===== src/rtl/bsa_split.sv =====
`timescale 1ns / 1ps
// ----------------------------------------------------------------------------
// bsa_split
// Two-stage unit that splits a slot number into map word and bit offset,
// using a reciprocal multiply for the word and a back-multiply for the bit.
// ----------------------------------------------------------------------------
module bsa_split #(
	parameter int SW        = 13,
	parameter int WORD_BITS = 64,
	parameter int WW        = 6,
	parameter int BW        = 6
) (
	input  logic          clk,
	input  logic [SW-1:0] x,
	output logic [WW-1:0] word,
	output logic [BW-1:0] bit_ofs
);

	localparam int SH = SW + BW;
	localparam int MW = SW + 1;
	localparam int PW = SW + MW;
	localparam logic [MW-1:0] RECIP = MW'(((1 << SH) + WORD_BITS - 1) / WORD_BITS);
	localparam logic [SW-1:0] WB_C  = SW'(WORD_BITS);

	logic [PW-1:0] prod;
	logic [SW-1:0] q_s1;
	logic [SW-1:0] x_s1;
	logic [SW-1:0] rem;

	assign prod = PW'(x) * PW'(RECIP);

	always_ff @(posedge clk) begin
		q_s1 <= SW'(prod >> SH);
		x_s1 <= x;
	end

	assign rem = x_s1 - q_s1 * WB_C;

	always_ff @(posedge clk) begin
		word    <= WW'(q_s1);
		bit_ofs <= BW'(rem);
	end

endmodule


===== config.mk =====
export PLATFORM = sky130hd
export DESIGN_NAME = bsa_split
export DESIGN_NICKNAME = d
export VERILOG_FILES = /design/src/rtl/bsa_split.sv
export SDC_FILE = /design/constraint.sdc
export NUM_CORES = 1
export LEC_CHECK = 0
export ABC_AREA = 1
export BUFFER_PORTS_ARGS = -buffer_cell sky130_fd_sc_hd__buf_2
export CORE_AREA = 2 2 39 41
export CTS_BUF_LIST = sky130_fd_sc_hd__clkbuf_8
export DETAILED_ROUTE_END_ITERATION = 6
export DIE_AREA = 0 0 41 43
export PLACE_DENSITY = 0.67
export RECOVER_POWER = 50
export SYNTH_ARGS = -nofsm -noshare
export SYNTH_HDL_FRONTEND = slang
export SYNTH_SLANG_ARGS = --single-unit

===== constraint.sdc =====
create_clock -name clk -period 0.8 [get_ports clk]
set_input_delay 0 -clock clk [delete_from_list [all_inputs] [get_ports clk]]
set_output_delay 0 -clock clk [all_outputs]
set_load 0.05 [all_outputs]

==> reports/qor.csv <==
metric,value,unit
grt_pass1_vias,265,
synth.avg_cell_area,20.0,um^2
area_growth,72.1,%
hp-class,reg2reg,
synth_fp_nets,38,
synthAdderAreaFrac,0,%
required,0.80,ns
detail-route-antenna-nets,0,
pin_count,26,
worst-path-buf-inv,1,
final_max_slew_viol_count,0,
clock_skew,0.00133,ns
slowest_stage,dfxtp_1,
worst_pin_slew,0.150,ns
slew_headroom,90.1,%
final_common_cell,dfxtp_1,
synth-xor-area-share,0,%
final_core_util,59.8,%
ir_worst_vdd,1.33,mV
port_buffers,24,
finalCritPeriodShare,94.2,%
initial_core_util,34.7,%
synth.distinct_cells,1,
ctsHtreeMaxLevel,1,
finalCriticalPeriod,0.753,ns
clkTransAtPathRegs,0.07,ns
multi_input_area,0,um^2
tns,0,ns
synth.mux.area_fraction,0,%
cts_tree,yes,
wirelength,695,um
gp_congestion,0.512,
ys.warnings.count,0,
cts_buffers,3,
maxCapViolCount,0,
cts_setup_buffers,0,
drive_gt1_share,42.9,%
fp.dieW,41,um
vias_per_cell,3.63,
die_area,1760,um^2
status,completed,
synth-simple-area-share,0,%
final_cell_mix,"24 x dfxtp_1, 12 x dlygate4sd3_1, 12 x buf_2",
antenna_found_initial,0,
clock_sinks,24,
cpPeakStageDelay,0.32,ns
num_rows,14,
nNetsFinal,79,
firstDrtPassIters,2,
multi_input_gates,0,
wl_per_cell,8.80,um
p_per_area,2610,nW/um^2
fmax,1.33,GHz
drc,0,
hold_viol_final,0,
grt_pass1_wl,979,um
synth_compound_area_share,0,%
power,2.16,mW
cpLargestDelayFamily,flip-flops,
clk_latency,0.25,ns
p_leak,0.384,nW
vias,287,
grt_max_degree,13,
cts_buffer_depth,2,
cp-end-kind,output pin,
netlist_area,480,um^2
antennaDiodeCount,0,
syn_inst,24,
die_height,43,um
whs,0.328,ns
path_max_fanout,1,
root_buffer,clkbuf_8,
design.core.area,1380,um^2
grt-ovfl-total,0,
cp_cell_sequence,buf_4,
drtIter0Drc,2,
setup_viol,0,
yosysSeqAreaShare,100,%
crit_type,reg2out,
start_kind,register,
ys_seq_elements,24,
grt_usage,8.96,%
rsz0062_at_grt,false,
critPathArrivalTime,0.75,ns
==> metal layers <==
layer  vias to the layer above  wire length (um)  global-route usage (%)
met5                         -                 0                       0
met4                         0                 0                    6.00
met3                         0                71                    6.81
met2                        17               342                    12.8
met1                       120               280                    8.42
li1                        150                 -                       -
==> cells by family after synthesis <==
kind of cell  count (synthesis)
flops                        24
==> state kept, by name, indices dropped and copies added, names as in the netlist <==
| name | flops |
|---|---|
| x_s1 | 6 |
| word | 6 |
| q_s1 | 6 |
| bit_ofs | 6 |
==> cell usage after synthesis (all sizes together) <==
cell / number / area share [%]
dfxtp: 24 / 100
==> stage by stage <==
step / worst slack (ns) / cell area (um^2) / cells
3_3_place_gp: 0.258 / 621 / 64
4_1_cts: 0.0365 / 812 / 79
2_1_floorplan: 0.213 / 480 / 24
5_1_grt: 0.00387 / 827 / 79
3_5_place_dp: 0.257 / 621 / 64
6_report: 0.0468 / 827 / 79
==> path summary, 6_finish.rpt <==
| check | startpoint | to | slack (ns) | cells past startpoint |
|---|---|---|---|---|
| max | word[5] | word[5] | 0.05 | 1 |
| min | x_s1[3] | bit_ofs[3] | 0.33 | 0 |
| max reg2reg | x_s1[4] | bit_ofs[4] | 0.39 | 0 |
| min reg2reg | x_s1[3] | bit_ofs[3] | 0.33 | 0 |
==> where the power goes <==
part,switching (mW),internal [mW]
Clock,0.307,0.334
Combinational,0.137,0.104
Sequential,0.0158,1.26
Total,0.460,1.70
==> area by class of cell <==
cell class / instances / area (um^2)
Clock buffer: 3 / 41.3
Fill cell: 99 / 557
Sequential cell: 24 / 480
Tap cell: 16 / 20.0
Timing Repair Buffer: 36 / 285
==> timing repair <==
action / 4_1_cts / 5_1_grt
gates resized for setup: 12 / 4
pin swaps: 0 / 0
endpoints found under the setup margin: 12 / 4
endpoints found under the hold margin: 12 / 0
hold buffers: 12 / 0
(Power assumes the default switching activity.)
